===== config.mk =====
export PLATFORM = sky130hd
export DESIGN_NAME = vp8_rtp_packetizer_flat
export DESIGN_NICKNAME = d
export VERILOG_FILES = /design/src/rtl/vrp_pkg.sv /design/src/rtl/vrp_ifs.sv /design/src/rtl/vrp_front.sv /design/src/rtl/vrp_queue.sv /design/src/rtl/vrp_back.sv /design/src/rtl/vp8_rtp_packetizer.sv /design/src/flat_wrapper.sv
export VERILOG_INCLUDE_DIRS = /design/src /design/src/rtl
export SDC_FILE = /design/constraint.sdc
export NUM_CORES = 1
export LEC_CHECK = 0
export BUFFER_PORTS_ARGS = -buffer_cell sky130_fd_sc_hd__buf_2
export CORE_MARGIN = 2
export CORE_UTILIZATION = 58
export DETAILED_ROUTE_END_ITERATION = 8
export PLACE_DENSITY_LB_ADDON = 0.05
export SLEW_MARGIN = 20
export SYNTH_ARGS = -nofsm -noshare
export SYNTH_HDL_FRONTEND = slang
export SYNTH_SLANG_ARGS = --single-unit

===== constraint.sdc =====
create_clock -name clk -period 5.6 [get_ports clk]
set_input_delay 1.12 -clock clk [delete_from_list [all_inputs] [get_ports clk]]
set_output_delay 1.12 -clock clk [all_outputs]
set_load 0.05 [all_outputs]

===== src/rtl/vp8_rtp_packetizer_assert.svh =====
// assertion macros shared by the packetizer modules
`ifndef VP8_RTP_PACKETIZER_ASSERT_SVH
`define VP8_RTP_PACKETIZER_ASSERT_SVH

`ifndef SYNTHESIS
`define VRP_ASSERT_IMP(name, ante, cons, msg) \
  name: assert property (@(posedge clk) disable iff (rst) (ante) |-> (cons)) else $error(msg);
`define VRP_ASSERT_NEXT(name, ante, cons, msg) \
  name: assert property (@(posedge clk) disable iff (rst) (ante) |=> (cons)) else $error(msg);
`else
`define VRP_ASSERT_IMP(name, ante, cons, msg)
`define VRP_ASSERT_NEXT(name, ante, cons, msg)
`endif

`endif


===== src/rtl/vrp_pkg.sv =====
// shared constants and types of the vp8 rtp packetizer
package vrp_pkg;

  localparam int LIMIT_W = 12;
  localparam int FILL_W = 11;
  localparam int PIC_W = 7;

  localparam logic [LIMIT_W-1:0] LIMIT_RESET = 12'd1400;
  localparam logic [LIMIT_W-1:0] LIMIT_MIN = 12'd4;
  localparam logic [LIMIT_W-1:0] LIMIT_MAX = 12'd2048;
  localparam logic [LIMIT_W-1:0] HDR_BYTES = 12'd3;
  localparam logic [FILL_W-1:0] FILL_MAX = 11'd2044;

  localparam logic [7:0] DESC_FIRST = 8'h90;
  localparam logic [7:0] DESC_S_BIT = 8'h10;
  localparam logic [7:0] DESC_PICID = 8'h80;

  localparam int QUEUE_DEPTH = 4;
  localparam int QPTR_W = $clog2(QUEUE_DEPTH);
  localparam int QCNT_W = $clog2(QUEUE_DEPTH + 1);

  typedef struct packed {
    logic [7:0]       data;
    logic             hdr;
    logic             first;
    logic [PIC_W-1:0] pic_id;
    logic             pend;
    logic             mark;
  } vrp_entry_t;

  typedef struct packed {
    logic valid;
    logic full;
  } vrp_qstat_t;

endpackage


===== src/rtl/vrp_ifs.sv =====
// byte stream channels of the packetizer
interface vrp_in_if;
  logic       valid;
  logic       ready;
  logic [7:0] data_byte;
  logic       frame_end;
  modport source(output valid, data_byte, frame_end, input ready);
  modport sink(input valid, data_byte, frame_end, output ready);
endinterface

interface vrp_out_if;
  logic       valid;
  logic       ready;
  logic [7:0] out_byte;
  logic       packet_end;
  logic       marker_bit;
  logic       run_last;
  modport source(output valid, out_byte, packet_end, marker_bit, run_last, input ready);
  modport sink(input valid, out_byte, packet_end, marker_bit, run_last, output ready);
endinterface


===== src/rtl/vrp_front.sv =====
// front end: accepts frame bytes and classifies packet boundaries
module vrp_front (
  input  logic                       clk,
  input  logic                       rst,
  input  logic                       cfg_write,
  input  logic [vrp_pkg::LIMIT_W-1:0] cfg_data,
  vrp_in_if.sink                     byte_in,
  input  vrp_pkg::vrp_qstat_t        qstat,
  output logic                       push,
  output vrp_pkg::vrp_entry_t        entry
);
  import vrp_pkg::*;

  `include "vp8_rtp_packetizer_assert.svh"

  logic [LIMIT_W-1:0] max_payload;
  logic [PIC_W-1:0]   picture_id;
  logic [FILL_W-1:0]  packet_fill;
  logic               first_flag;

  logic [LIMIT_W-1:0] limit;
  logic [FILL_W-1:0]  cap;
  logic [FILL_W-1:0]  fill_inc;
  logic               pend;

  always_comb begin
    if (max_payload < LIMIT_MIN) begin
      limit = LIMIT_MIN;
    end else if (max_payload > LIMIT_MAX) begin
      limit = LIMIT_MAX;
    end else begin
      limit = max_payload;
    end
    cap = FILL_W'(limit - HDR_BYTES);
    fill_inc = packet_fill + 11'd1;
    pend = byte_in.frame_end || (fill_inc >= cap);
  end

  assign byte_in.ready = !qstat.full;
  assign push = byte_in.valid && byte_in.ready;

  always_comb begin
    entry.data = byte_in.data_byte;
    entry.hdr = (packet_fill == '0);
    entry.first = first_flag;
    entry.pic_id = picture_id;
    entry.pend = pend;
    entry.mark = pend && byte_in.frame_end;
  end

  always_ff @(posedge clk) begin
    if (rst) begin
      max_payload <= LIMIT_RESET;
      picture_id <= '0;
      packet_fill <= '0;
      first_flag <= 1'b1;
    end else begin
      if (cfg_write) begin
        max_payload <= cfg_data;
      end
      if (push) begin
        packet_fill <= pend ? '0 : fill_inc;
        if (byte_in.frame_end) begin
          first_flag <= 1'b1;
          picture_id <= picture_id + 7'd1;
        end else if (packet_fill == '0) begin
          first_flag <= 1'b0;
        end
      end
    end
  end

  `VRP_ASSERT_IMP(a_first_no_open, first_flag, packet_fill == '0, "first packet flag with open packet")
  `VRP_ASSERT_IMP(a_fill_bound, 1'b1, packet_fill <= FILL_MAX, "packet fill past data capacity")

endmodule


===== src/rtl/vrp_queue.sv =====
// short queue of classified bytes between front and back
module vrp_queue (
  input  logic                clk,
  input  logic                rst,
  input  logic                push,
  input  vrp_pkg::vrp_entry_t entry,
  input  logic                pop,
  output vrp_pkg::vrp_qstat_t qstat,
  output vrp_pkg::vrp_entry_t head
);
  import vrp_pkg::*;

  `include "vp8_rtp_packetizer_assert.svh"

  vrp_entry_t        slots [QUEUE_DEPTH];
  logic [QPTR_W-1:0] wr_ptr;
  logic [QPTR_W-1:0] rd_ptr;
  logic [QCNT_W-1:0] count;

  function automatic logic [QPTR_W-1:0] ptr_inc(input logic [QPTR_W-1:0] p);
    logic [QPTR_W-1:0] r;
    if (p == QPTR_W'(QUEUE_DEPTH - 1)) begin
      r = '0;
    end else begin
      r = p + 1'b1;
    end
    return r;
  endfunction

  assign qstat.valid = (count != '0);
  assign qstat.full = (count == QCNT_W'(QUEUE_DEPTH));
  assign head = slots[rd_ptr];

  always_ff @(posedge clk) begin
    if (push) begin
      slots[wr_ptr] <= entry;
    end
  end

  always_ff @(posedge clk) begin
    if (rst) begin
      wr_ptr <= '0;
      rd_ptr <= '0;
      count <= '0;
    end else begin
      if (push) begin
        wr_ptr <= ptr_inc(wr_ptr);
      end
      if (pop) begin
        rd_ptr <= ptr_inc(rd_ptr);
      end
      if (push && !pop) begin
        count <= count + 1'b1;
      end else if (pop && !push) begin
        count <= count - 1'b1;
      end
    end
  end

  `VRP_ASSERT_IMP(a_count_bound, 1'b1, count <= QCNT_W'(QUEUE_DEPTH), "queue count overflow")
  `VRP_ASSERT_IMP(a_no_pop_empty, pop, count != '0, "pop from empty queue")

endmodule


===== src/rtl/vrp_back.sv =====
// back end: expands queued bytes into descriptor and data beats
module vrp_back (
  input  logic                clk,
  input  logic                rst,
  input  vrp_pkg::vrp_qstat_t qstat,
  input  vrp_pkg::vrp_entry_t head,
  output logic                pop,
  vrp_out_if.source           byte_out
);
  import vrp_pkg::*;

  `include "vp8_rtp_packetizer_assert.svh"

  localparam logic [1:0] PH_DESC0 = 2'd0;
  localparam logic [1:0] PH_DESC1 = 2'd1;
  localparam logic [1:0] PH_PICID = 2'd2;
  localparam logic [1:0] PH_DATA = 2'd3;

  logic [1:0] phase;
  logic [1:0] phase_next;
  logic       load;
  logic       fire;
  logic       is_data;
  logic [7:0] beat_byte;

  assign load = !byte_out.valid || byte_out.ready;
  assign fire = load && qstat.valid;
  assign is_data = !head.hdr || (phase == PH_DATA);
  assign pop = fire && is_data;

  always_comb begin
    beat_byte = head.data;
    phase_next = phase;
    if (is_data) begin
      phase_next = PH_DESC0;
    end else begin
      unique case (phase)
        PH_DESC0: begin
          beat_byte = head.first ? DESC_FIRST : (DESC_FIRST & ~DESC_S_BIT);
          phase_next = PH_DESC1;
        end
        PH_DESC1: begin
          beat_byte = DESC_PICID;
          phase_next = PH_PICID;
        end
        PH_PICID: begin
          beat_byte = {1'b0, head.pic_id};
          phase_next = PH_DATA;
        end
        default: begin
          beat_byte = head.data;
          phase_next = PH_DESC0;
        end
      endcase
    end
  end

  always_ff @(posedge clk) begin
    if (rst) begin
      phase <= PH_DESC0;
      byte_out.valid <= 1'b0;
    end else begin
      if (fire) begin
        phase <= phase_next;
      end
      if (load) begin
        byte_out.valid <= qstat.valid;
      end
    end
  end

  always_ff @(posedge clk) begin
    if (fire) begin
      byte_out.out_byte <= beat_byte;
      byte_out.packet_end <= is_data && head.pend;
      byte_out.marker_bit <= is_data && head.mark;
      byte_out.run_last <= is_data;
    end
  end

  `VRP_ASSERT_IMP(a_phase_hdr, phase != PH_DESC0, qstat.valid && head.hdr, "descriptor phase without header item")
  `VRP_ASSERT_NEXT(a_phase_hold, !fire, phase == $past(phase), "phase moved without a beat")

endmodule


===== src/rtl/vp8_rtp_packetizer.sv =====
// top level of the vp8 rtp payload packetizer
//
// byte_in takes one compressed frame byte per beat, frame_end on the last
// byte of a frame. byte_out gives one packet byte per beat: a three-byte
// payload descriptor (0x90 or 0x80, then 0x80, then the 7-bit picture id)
// ahead of the first data byte of every packet, then the data bytes.
// packet_end flags the last byte of a packet, marker_bit that byte on the
// last packet of a frame, run_last the data byte that ends each input beat.
// cfg_write/cfg_data set the largest payload including the descriptor,
// clamped to 4..2048; write it only while the block is idle.
// an accepted input beat is held in the queue, then in the single output register.
// one output beat per cycle while byte_out is ready and the queue holds a
// byte; a byte that opens a packet gives four beats and any other byte one.
// a four-entry queue lets input be taken while output is stalled; byte_in
// stalls only when that queue is full.
// reset clears the queue and output, the picture id and packet fill, and
// loads a payload limit of 1400.
module vp8_rtp_packetizer (
  input  logic                       clk,
  input  logic                       rst,
  input  logic                       cfg_write,
  input  logic [vrp_pkg::LIMIT_W-1:0] cfg_data,
  vrp_in_if.sink                     byte_in,
  vrp_out_if.source                  byte_out
);
  import vrp_pkg::*;

  logic       push;
  logic       pop;
  vrp_entry_t entry;
  vrp_entry_t head;
  vrp_qstat_t qstat;

  vrp_front u_front (
    .clk       (clk),
    .rst       (rst),
    .cfg_write (cfg_write),
    .cfg_data  (cfg_data),
    .byte_in   (byte_in),
    .qstat     (qstat),
    .push      (push),
    .entry     (entry)
  );

  vrp_queue u_queue (
    .clk   (clk),
    .rst   (rst),
    .push  (push),
    .entry (entry),
    .pop   (pop),
    .qstat (qstat),
    .head  (head)
  );

  vrp_back u_back (
    .clk      (clk),
    .rst      (rst),
    .qstat    (qstat),
    .head     (head),
    .pop      (pop),
    .byte_out (byte_out)
  );

endmodule

===== src/flat_wrapper.sv =====
// flat-port wrapper written by rule: the top's interface ports become plain ports
module vp8_rtp_packetizer_flat import vrp_pkg::*;
  (clk, rst, cfg_write, cfg_data, byte_in_valid, byte_in_data_byte, byte_in_frame_end, byte_in_ready, byte_out_valid, byte_out_out_byte, byte_out_packet_end, byte_out_marker_bit, byte_out_run_last, byte_out_ready);
  vrp_in_if byte_in_i ();
  vrp_out_if byte_out_i ();
  input  logic clk;
  input  logic rst;
  input  logic cfg_write;
  input  logic [vrp_pkg::LIMIT_W-1:0] cfg_data;
  input wire logic [$bits(byte_in_i.valid)-1:0] byte_in_valid;
  input wire logic [$bits(byte_in_i.data_byte)-1:0] byte_in_data_byte;
  input wire logic [$bits(byte_in_i.frame_end)-1:0] byte_in_frame_end;
  output wire logic [$bits(byte_in_i.ready)-1:0] byte_in_ready;
  output wire logic [$bits(byte_out_i.valid)-1:0] byte_out_valid;
  output wire logic [$bits(byte_out_i.out_byte)-1:0] byte_out_out_byte;
  output wire logic [$bits(byte_out_i.packet_end)-1:0] byte_out_packet_end;
  output wire logic [$bits(byte_out_i.marker_bit)-1:0] byte_out_marker_bit;
  output wire logic [$bits(byte_out_i.run_last)-1:0] byte_out_run_last;
  input wire logic [$bits(byte_out_i.ready)-1:0] byte_out_ready;
  assign byte_in_i.valid = byte_in_valid;
  assign byte_in_i.data_byte = byte_in_data_byte;
  assign byte_in_i.frame_end = byte_in_frame_end;
  assign byte_in_ready = byte_in_i.ready;
  assign byte_out_valid = byte_out_i.valid;
  assign byte_out_out_byte = byte_out_i.out_byte;
  assign byte_out_packet_end = byte_out_i.packet_end;
  assign byte_out_marker_bit = byte_out_i.marker_bit;
  assign byte_out_run_last = byte_out_i.run_last;
  assign byte_out_i.ready = byte_out_ready;
  vp8_rtp_packetizer u_core (.clk(clk), .rst(rst), .cfg_write(cfg_write), .cfg_data(cfg_data), .byte_in(byte_in_i), .byte_out(byte_out_i));
endmodule

==> results of run 1 <==
==> final cells by class <==
type	count	area [sq um]	share of cell area (%)
timing repair buffer	40	205	3.11
tap	133	166	2.53
clock buffer	20	457	6.93
inverter	17	63.8	0.969
clock inverter	12	143	2.17
multi-input combinational	267	2080	31.6
sequential	130	3470	52.7
==> synthesized netlist by cell type, types with 4 or more instances <==
cell,number,share of area (%)
a21o_1,5,0.66
a21oi_1,12,1.1
a22o_1,9,1.4
and3_1,7,0.77
clkbuf_1,12,0.79
dfxtp_1,43,15
edfxtp_1,87,46
ha_1,25,5.5
inv_1,17,1.1
mux2i_1,13,2.3
mux4_2,19,7.5
nand2_1,42,2.8
nand3_1,10,0.88
nor2_1,40,2.6
nor3_1,7,0.61
o21ai_0,11,0.96
o21ai_1,5,0.44
or3_1,4,0.44
xnor2_1,12,1.8
xor2_1,9,1.4
==> worst max-delay path by stage <==
stage / endpoint / slack, ns
3_5_place_dp: u_core.u_front.packet_fill[8] / 1.36
4_1_cts: u_core.u_front.packet_fill[8] / 1.34
5_1_grt: u_core.u_front.packet_fill[3] / 1.09
6_report: u_core.u_front.packet_fill[8] / 1.33
2_1_floorplan: u_core.u_front.packet_fill[10] / 1.88
3_3_place_gp: u_core.u_front.packet_fill[3] / 1.59
==> worst max-delay path, delay by kind of cell, from the launching register on <==
kind,cells,cell delay (ns)
DFF,1,0.35
AOI/OAI and AO/OA,5,1.10
and+or+nand+nor,5,2.03
xor gates and xnor gates,1,0.17
adders and majority gates,2,0.52
==> sequential cells by signal, indices dropped and copies added, names as in the netlist, 2 cells and up, named ones only <==
register,count
u_core.u_queue.rd_ptr,2
u_core.u_front.picture_id,7
u_core.u_queue.wr_ptr,2
u_core.u_back.byte_out.out_byte,8
u_core.u_front.packet_fill,11
u_core.u_queue.count,3
u_core.u_queue.slots,76
u_core.u_back.phase,2
u_core.u_front.max_payload,12
==> layer usage <==
metal / up-vias / track usage, % / part of all wire (%)
met3: 8 / 5.78 / 6.3
met2: 104 / 33.0 / 46
met1: 1650 / 31.2 / 47
met4: 0 / 7.69 / 0.69
li1: 1689 / - / -
met5: - / 0 / 0
==> logic make-up after synthesis <==
group	share of synthesized area (%)
and+or+nand+nor	10.6
buffers and inverters	2.85
DFF	60.8
muxes	9.76
xor gates and xnor gates	3.22
adders and majority gates	5.82
AOI/OAI and AO/OA	6.94
==> through the flow <==
stage | utilization [%] | power (W) | instance area (sq um) | worst slack [ns]
after global routing | 68.0 | 0.00310 | 6590 | 1.09
after global placement | 61.8 | 0.00189 | 5990 | 1.59
after detailed placement | 61.8 | 0.00190 | 5990 | 1.36
final | 68.0 | 0.00297 | 6590 | 1.33
after CTS | 68.0 | 0.00300 | 6590 | 1.34
after floorplan | - | 0.00174 | 5720 | 1.88
==> report_power, final <==
part | switching [W] | leakage [nW] | internal (W)
logic | 0.000430 | 1.08 | 0.000208
clock network | 0.000413 | 0.294 | 0.000680
registers | 0.0000569 | 1.16 | 0.00118
==> metrics.txt, run 1 <==
outcome=complete, no violations; Final min period=4.27 ns; final setup TNS=0 ns; CTS tree=yes; placed insts=587; Worst EP required=6.05 ns; Synth cell types=48; cell area after synthesis=5720 sq um; flops & latches, synth=130; slowest cell delay on critical path=0.57 ns; CP Launch Type=flip-flop; maximum vdd drop=0.326 mV; Worst path slowest cell=or4_4; gr ovfl total=0; DRT Pass-1 Iters=5; Ports=39; Min Hold Slack=0.493 ns; H-tree depth=4; Root Driver=clkbuf_8; starting DRC count in detailed routing=216; ys async rst share=0%; global-route wire length before repair=17000 um; total track usage=21.9%; CTS max path bufs=2; reg-to-reg slack, setup=1.33 ns; row count=36; Slew Limit Fails=0; Critical Path Fanout Max=9; via count=3451; WHS Endpoint=u_core.u_back.byte_out.valid; Ys Warns=0; chip height=103 um; Post-Syn Nets=484; CTS clock-pin slew for the worst setup and hold paths=0.06 ns; hold_buf cts=0; Port Buf Inserts=38; Final Hold Fails=0; # diodes=0; unrepaired setup endpoints after global routing=no; Slew HR=30.7%; Fill cells=689; leak pwr=2.53 nW; Core Area=9680 sq um; Placer Congestion=0.803; CP Cell Sequence=or4_4, or4b_4, and3_1, ha_1, nor2_1, xor2_1, ha_1, a21o_1, a221oi_1, o21a_1, o21ai_1, nor3_2, a22o_1; Post-DRT Antenna Nets=0; r2r startpoint=u_core.u_front.max_payload[6]; die area=10700 sq um; initial antenna violation count=0; # setup viols final=0; Max-Cap Viols=0; Slew @ Worst Pin=1.04 ns; Worst Hold Launch=u_core.u_back.byte_out.valid; chip width=103 um; WL per Instance=17.1 um; WP data arrival=4.72 ns; DRC=0; sequential element share of the synthesized area=60.8%; Worst R2R End=u_core.u_front.packet_fill[8]; Primary FF master, synth=edfxtp_1; Final Instance Count excl. Fillers=619; most frequent cells in the layout=edfxtp_1, dfxtp_1, nand2_1, nor2_1, buf_2; Initial Util=59.0%; Setup Fix Bufs, Post-CTS=0; Register-to-Register Path Depth=13; EDFF count, synth=87; Fin Clk Skew=0.0131 ns; critical path class=reg2reg; vias in the first global route=3309; worst min-delay path category=reg2reg; Sink Count=130; worst setup path start=u_core.u_front.max_payload[6]; Setup crit end kind=flip-flop; fmax=234 MHz; Resize count post-CTS=0; cell mode on critical path=ha_1; fin crit share=76.2%; Final nets=525; leading cell type in the layout, fill and taps excluded=edfxtp_1; layout cells sized above 1=19.5%; Vias/cell=5.58; Avg Synthesized Cell Area=13.2 sq um; hpwl dp=7000 um; pin count of the biggest net entering global routing=31; cell count after synthesis=432; WL final=10600 um; Area Overhead vs Synth=15.3%; worst skew pair latency=0.52 ns; WHS Path Cells=2; number of buffers created by CTS=17; PD cells=451 nW/um^2
(Power assumes the default switching activity.)
==> run 2: changes to the inputs <==
ABC_AREA = 1   (was not set)
clock period = 3.95 ns   (was 5.6 ns; I/O delays follow)
==> run 2 against run 1 <==
  * Fmax rose by 31%
  * Cell area rose by 7.1%
  * Sequential share of layout area fell by 3.5 points
  * Utilization rose by 0.63 points
  * Clock-buffer cell count fell by 3
  * Via count rose by 31%
  * Cell count rose by 36%
  * Total power rose by 63%
  * Worst setup slack got worse by 0.65 ns
  * Sequential power rose by 46%
  * Critical path type unchanged
  * Critical endpoint is now u_core.u_queue.slots[3][1]
  * Highest routed layer unchanged
==> metrics.txt, run 2 <==
outcome=complete, no violations; fin crit share=82.7% (+6.5 points); vias in the first global route=4551 (+38%); leak pwr=2.97 nW (+17%); CTS max path bufs=2 (unchanged); EDFF count, synth=87 (unchanged); Post-DRT Antenna Nets=0 (unchanged); Root Driver=clkbuf_8; CP Launch Type=flip-flop; Ys Warns=0 (unchanged); row count=37 (+2.8%); WL per Instance=14.6 um (-15%); Initial Util=59.4% (+0.34 points); worst min-delay path category=in2reg; Area Overhead vs Synth=15.6%; top post-synthesis cells by area=edfxtp_1, dfxtp_1, nand2_1, nor2_1, ha_1; maximum vdd drop=0.454 mV (+39%); hold_buf cts=0 (unchanged); critical path class=reg2reg; cell count after synthesis=652 (+51%); Setup Fix Bufs, Post-CTS=0 (unchanged); Ports=39 (unchanged); CTS clock-pin slew for the worst setup and hold paths=0.06 ns (about the same); max reg flops=76 (unchanged); most frequent cells in the layout=nand2_1, nor2_1, edfxtp_1, inv_1, o21ai_0; area of the multi-input gates=2250 sq um (+8.3%); H-tree depth=4 (unchanged); Critical Path Fanout Max=12 (+3); final setup TNS=0 ns (unchanged); hpwl dp=8030 um (+15%); Setup crit end kind=flip-flop; fin area=7060 sq um (+7.1%); CP Cell Sequence=nor2_1, nand2_1, nor2_4, nand2_4, nand2_1, inv_1, ha_1, nor2_1, nand3_2, nor2_4, nand2_1, nand2_1, nand2_1, ha_1, nand2_1, nor2_1, and2_1, nand2_1, nand3_1, nor2_2, nand2_1; setup slack at placement=0.693 ns (-0.663 ns); Slew Limit Fails=0 (unchanged); Worst path slowest cell=nor2_2; Primary FF master, synth=edfxtp_1; worst skew pair latency=0.52 ns (about the same); die area=11400 sq um (+6.5%); register area=3470 sq um (unchanged); # diodes=0 (unchanged); Area after DPL=6410 sq um (+7.1%); CTS tree=yes; # setup viols final=0 (unchanged); total track usage=23.6% (+1.7 points); unrepaired setup endpoints after global routing=no; Fill cells=782 (+13%); post-synth top area cell=edfxtp_1; gr ovfl total=0 (unchanged); Vias/cell=5.37 (-3.6%); final core occ=68.7% (+0.63 points); flops & latches, synth=130 (unchanged); final worst setup slack=0.683 ns (-0.651 ns); Placer Congestion=0.855 (+6.4%); pin count of the biggest net entering global routing=40 (+29%); leading cell type in the layout, fill and taps excluded=nand2_1; number of buffers created by CTS=17 (unchanged); Fin Clk Skew=0.00881 ns (-0.00426 ns); largest register by flop count=u_core.u_queue.slots; Slew HR=36.8% (+6.2 points); DRC=0 (unchanged); cell area after synthesis=6100 sq um (+6.7%); global-route wire length before repair=20900 um (+23%); Synth top cells by count=nand2_1, nor2_1, edfxtp_1; Avg Synthesized Cell Area=9.36 sq um (-29%); biggest regs=u_core.u_queue.slots (76), u_core.u_front.max_payload (12), u_core.u_front.packet_fill (11); post-synth top area share=42.8% (-2.9 points); Final nets=745 (+42%); Slew @ Worst Pin=0.939 ns (-0.101 ns); Sink Count=130 (unchanged); top-count cell post-synth=nand2_1; DRT Pass-1 Iters=5 (unchanged); Min Hold Slack=0.478 ns (-0.0146 ns); slowest cell delay on critical path=0.38 ns (-0.19 ns); cell mode on critical path=nand2_1; Final Hold Fails=0 (unchanged); Worst EP required=4.17 ns (-1.88 ns); Max-Cap Viols=0 (unchanged); initial antenna violation count=0 (unchanged); starting DRC count in detailed routing=268 (+24%); WL final=12300 um (+16%); Post-Syn Nets=704 (+45%); sequential element share of the synthesized area=56.9% (-3.8 points); Final min period=3.27 ns (-0.999 ns); PD cells=685 nW/um^2 (+52%); Port Buf Inserts=38 (unchanged); via count=4525 (+31%); Synth cell types=37 (-23%); Core Area=10300 sq um (+6.1%); WP data arrival=3.49 ns (-1.23 ns); chip width=107 um (+3.2%); fmax=306 MHz (+31%); chip height=107 um (+3.2%); layout cells sized above 1=15.6% (-4.0 points); Resize count post-CTS=0 (unchanged); ys async rst share=0% (unchanged)
run 2: cell count changes in the layout (fill, tap and decap cells not counted), sizes merged, moves of 16 or more:
cell   delta
mux4     -19
o22ai    +16
nand3    +35
inv      +47
o21ai    +47
a21oi    +18
nor2     +62
nand2    +76
run 2: cell type report:
class | count | share of cell area [%]
timing repair buffer | 48 | 3.76
multi-input combinational | 429 | 31.9
sequential | 130 | 49.2
clock inverter | 15 | 3.25
tap | 136 | 2.41
clock buffer | 17 | 5.87
inverter | 67 | 3.56
run 2: critical path, delay by kind of cell (launching register included):
| family | cells | cell delay, ns |
|---|---|---|
| buffers and inverters | 1 | 0.05 |
| adder cells (fa/ha/maj) | 2 | 0.50 |
| flip-flops | 1 | 0.33 |
| AND/OR/NAND/NOR | 18 | 2.06 |
run 2: power breakdown:
| group | switching [W] | leakage, nW | internal [W] | total (W) |
|---|---|---|---|---|
| logic | 0.000985 | 1.49 | 0.000372 | 0.00136 |
| clock network | 0.000576 | 0.309 | 0.00109 | 0.00167 |
| registers | 0.0000894 | 1.17 | 0.00172 | 0.00181 |
run 2: cells by family (layout without fill, tap and decap cells):
logic type / Yosys count / after routing / synth area share (%)
adder cells (fa/ha/maj): 26 / 26 / 5.46
AND/OR/NAND/NOR: 282 / 282 / 20.6
buffers and inverters: 93 / 147 / 6.15
XOR/XNOR: 5 / 5 / 0.718
AO/OA/AOI/OAI: 116 / 116 / 10.2
flip-flops: 130 / 130 / 56.9
run 2: final timing paths:
check                                                     from                             end  slack [ns]  cells past startpoint
worst max register to register   u_core.u_front.max_payload[4]      u_core.u_queue.slots[3][1]        0.68                     21
worst min-delay path                               cfg_data[4]   u_core.u_front.max_payload[4]        0.48                      3
worst max-delay path             u_core.u_front.max_payload[4]      u_core.u_queue.slots[3][1]        0.68                     21
worst min register to register  u_core.u_front.packet_fill[10]  u_core.u_front.packet_fill[10]        0.48                      2
run 2: per-stage QoR:
stage	power, W	cells
4_1_cts	0.00486	842
2_1_floorplan	0.00282	652
3_3_place_gp	0.00315	810
3_5_place_dp	0.00318	810
5_1_grt	0.00510	842
6_report	0.00483	842
run 2: routing by layer:
layer	up-vias	global-route usage [%]	part of all wire, %
met2	120	40.4	50
li1	2287	-	-
met4	0	11.7	2.4
met3	30	4.48	4.7
met5	-	0	0
met1	2088	28.6	43
==> run 3: changes to the inputs <==
CORE_UTILIZATION = 55   (was 58)
clock period = 3 ns   (was 3.95 ns; I/O delays follow)
==> run 3 against run 2 <==
  * Non-clock buffer count grew 13
  * Utilization shrank 2.2 points
  * Clock-buffer cell count is 1 higher
  * Critical endpoint is now u_core.u_front.packet_fill[1]
  * Largest power group unchanged
  * Cell area rose by 2.1%
==> metrics.txt, run 3 (same netlist as run 2, synthesis figures left out) <==
most frequent cells in the layout=nand2_1, nor2_1, edfxtp_1, inv_1, o21ai_0; setup slack at placement=-0.0212 ns (-0.714 ns); Slew @ Worst Pin=0.907 ns (-0.0324 ns); Sink Count=130 (unchanged); Setup crit end kind=flip-flop; pin count of the biggest net entering global routing=36 (-10%); WP data arrival=3.26 ns (-0.23 ns); leading cell type in the layout, fill and taps excluded=nand2_1; Core Area=10800 sq um (+5.5%); max reg flops=76 (unchanged); Ports=39 (unchanged); largest register by flop count=u_core.u_queue.slots; maximum vdd drop=0.580 mV (+28%); fmax=356 MHz (+16%); Fill cells=869 (+11%); starting DRC count in detailed routing=264 (-1.5%); Placer Congestion=0.800 (-6.4%); chip height=109 um (+2.6%); WL per Instance=15.2 um (+4.1%); global-route wire length before repair=20800 um (-0.30%); # diodes=0 (unchanged); H-tree depth=4 (unchanged); PD cells=854 nW/um^2 (+25%); Switch Pwr=0.00220 W (+33%); clock group share of total power=31.6% (-3.0 points); CTS max path bufs=2 (unchanged); slowest cell delay on critical path=0.33 ns (-0.05 ns); Fin Clk Skew=0.0108 ns (+0.00199 ns); Seq pwr share=38.6% (+1.2 points); WL final=13000 um (+6.2%); Register-to-Register Path Depth=23 (+9.5%); cell mode on critical path=nand2_1; worst min-delay path category=in2reg; CTS tree=yes; Top delay family on crit path=simple AND/OR/NAND/NOR gates; Root Driver=clkbuf_8; final worst setup slack=0.190 ns (-0.493 ns); CTS clock-pin slew for the worst setup and hold paths=0.06 ns (about the same); Final min period=2.81 ns (-0.457 ns); CP Cell Sequence=nor2_1, nand2_1, nor2_4, nand2_4, nand2_1, nor2_1, ha_4, nor2_4, nand3_4, nor2_4, nand2_1, nand2_1, nand2_2, ha_4, nand2_2, nor2_1, and2_1, nand2_1, nand3_2, nor2_4, buf_6, nand3_1, a21oi_2; DRC=0 (unchanged); hpwl dp=8160 um (+1.7%); reg-to-reg slack, setup=0.19 ns (-0.49 ns); Slew Limit Fails=0 (unchanged); # setup viols final=0 (unchanged); gr ovfl total=0 (unchanged); Worst EP required=3.45 ns (-0.72 ns); switch share=35.8% (+1.6 points); total track usage=22.9% (-0.69 points); Combinational Power Share=29.8% (+1.7 points); hold_buf cts=0 (unchanged); Final nets=758 (+1.7%); initial antenna violation count=0 (unchanged); via count=4570 (+0.99%); Worst path depth=23 (+9.5%); worst skew pair latency=0.52 ns (about the same); CP bufs+invs=1 (unchanged); die area=12000 sq um (+5.2%); Min Hold Slack=0.284 ns (-0.194 ns); Max-Cap Viols=0 (unchanged); Final Hold Fails=0 (unchanged); Initial Util=56.3% (-3.1 points); outcome=complete, no violations; Post-DRT Antenna Nets=0 (unchanged); leak pwr=3.00 nW (+0.99%); fin crit share=93.7% (+11 points); row count=38 (+2.7%); WHS Path Cells=3 (unchanged); vias in the first global route=4360 (-4.2%); P_int=0.00395 W (+24%); number of buffers created by CTS=17 (unchanged); biggest regs=u_core.u_queue.slots (76), u_core.u_front.max_payload (12), u_core.u_front.packet_fill (11); layout cells sized above 1=19.6% (+4.0 points); chip width=109 um (+2.6%); Worst path slowest cell=dfxtp_1; Critical Path Fanout Max=5 (-7); critical path class=reg2reg; CP Launch Type=flip-flop; Area Overhead vs Synth=18.0%; DRT Pass-1 Iters=5 (unchanged); Slew HR=39.0% (+2.2 points); Vias/cell=5.32 (-1.0%); Port Buf Inserts=38 (unchanged)
==> run 3: cell count changes in the layout (fill, tap and decap cells not counted), moves of 3 or more <==
cell and delta:
ha_1 -4, nand2_2 +6, a21oi_2 +3, nor2_1 -3, a21oi_1 -3, buf_4 +11
bufinv_16 -3, nand2_1 -7, ha_4 +4
==> run 3: worst register-to-register path: cells and delay by family, from the launching register on <==
kind	cells	cell delay [ns]
buf+inv	1	0.13
simple gates	19	1.71
fa+ha+maj	2	0.42
flops	1	0.33
compound gates	1	0.16
==> run 3: area by class of cell <==
class,instances,area [sq um],share of cell area (%)
Inverter,67,251,3.49
Timing Repair Buffer,61,370,5.14
Tap cell,140,175,2.43
Multi-Input combinational cell,429,2370,32.9
Clock buffer,18,418,5.80
Clock inverter,14,140,1.95
Sequential cell,130,3470,48.3
==> run 3: power groups by stage <==
stage | Combinational, W | Sequential [W] | Clock [W]
2_1_floorplan | 0.00103 | 0.00268 | 0
3_3_place_gp | 0.00178 | 0.00240 | 0
3_5_place_dp | 0.00181 | 0.00241 | 0
4_1_cts | 0.00183 | 0.00238 | 0.00197
5_1_grt | 0.00205 | 0.00240 | 0.00205
6_report | 0.00183 | 0.00237 | 0.00194
==> run 3: worst paths after layout <==
path,from,end
setup reg to reg,u_core.u_front.max_payload[4],u_core.u_front.packet_fill[1]
hold / removal,cfg_data[6],u_core.u_front.max_payload[6]
hold reg to reg,u_core.u_front.packet_fill[10],u_core.u_front.packet_fill[10]
setup / recovery,u_core.u_front.max_payload[4],u_core.u_front.packet_fill[1]
==> run 3: what timing repair did <==
action,4_1_cts,5_1_grt
pin swaps,7,13
endpoints found under the hold margin,0,0
resized for setup,8,21
buffers inserted,0,6
endpoints found under the setup margin,11,15
==> run 3: routing by layer <==
layer	global-route usage, %	routed length, um	vias up
met5	0	0	-
met4	7.50	74	0
met3	4.98	522	9
met2	41.5	6900	97
met1	27.0	5530	2148
li1	-	-	2316
==> run 3: metrics by stage <==
step | instances | total power [W] | instance area, sq um | util, % | setup TNS [ns]
after floorplan | 652 | 0.00371 | 6100 | - | 0
after global placement | 821 | 0.00418 | 6470 | 59.7 | 0
after detailed placement | 821 | 0.00422 | 6470 | 59.7 | -0.0749
after CTS | 853 | 0.00618 | 7080 | 65.3 | 0
after global routing | 859 | 0.00650 | 7200 | 66.4 | -0.0977
final | 859 | 0.00615 | 7200 | 66.4 | 0
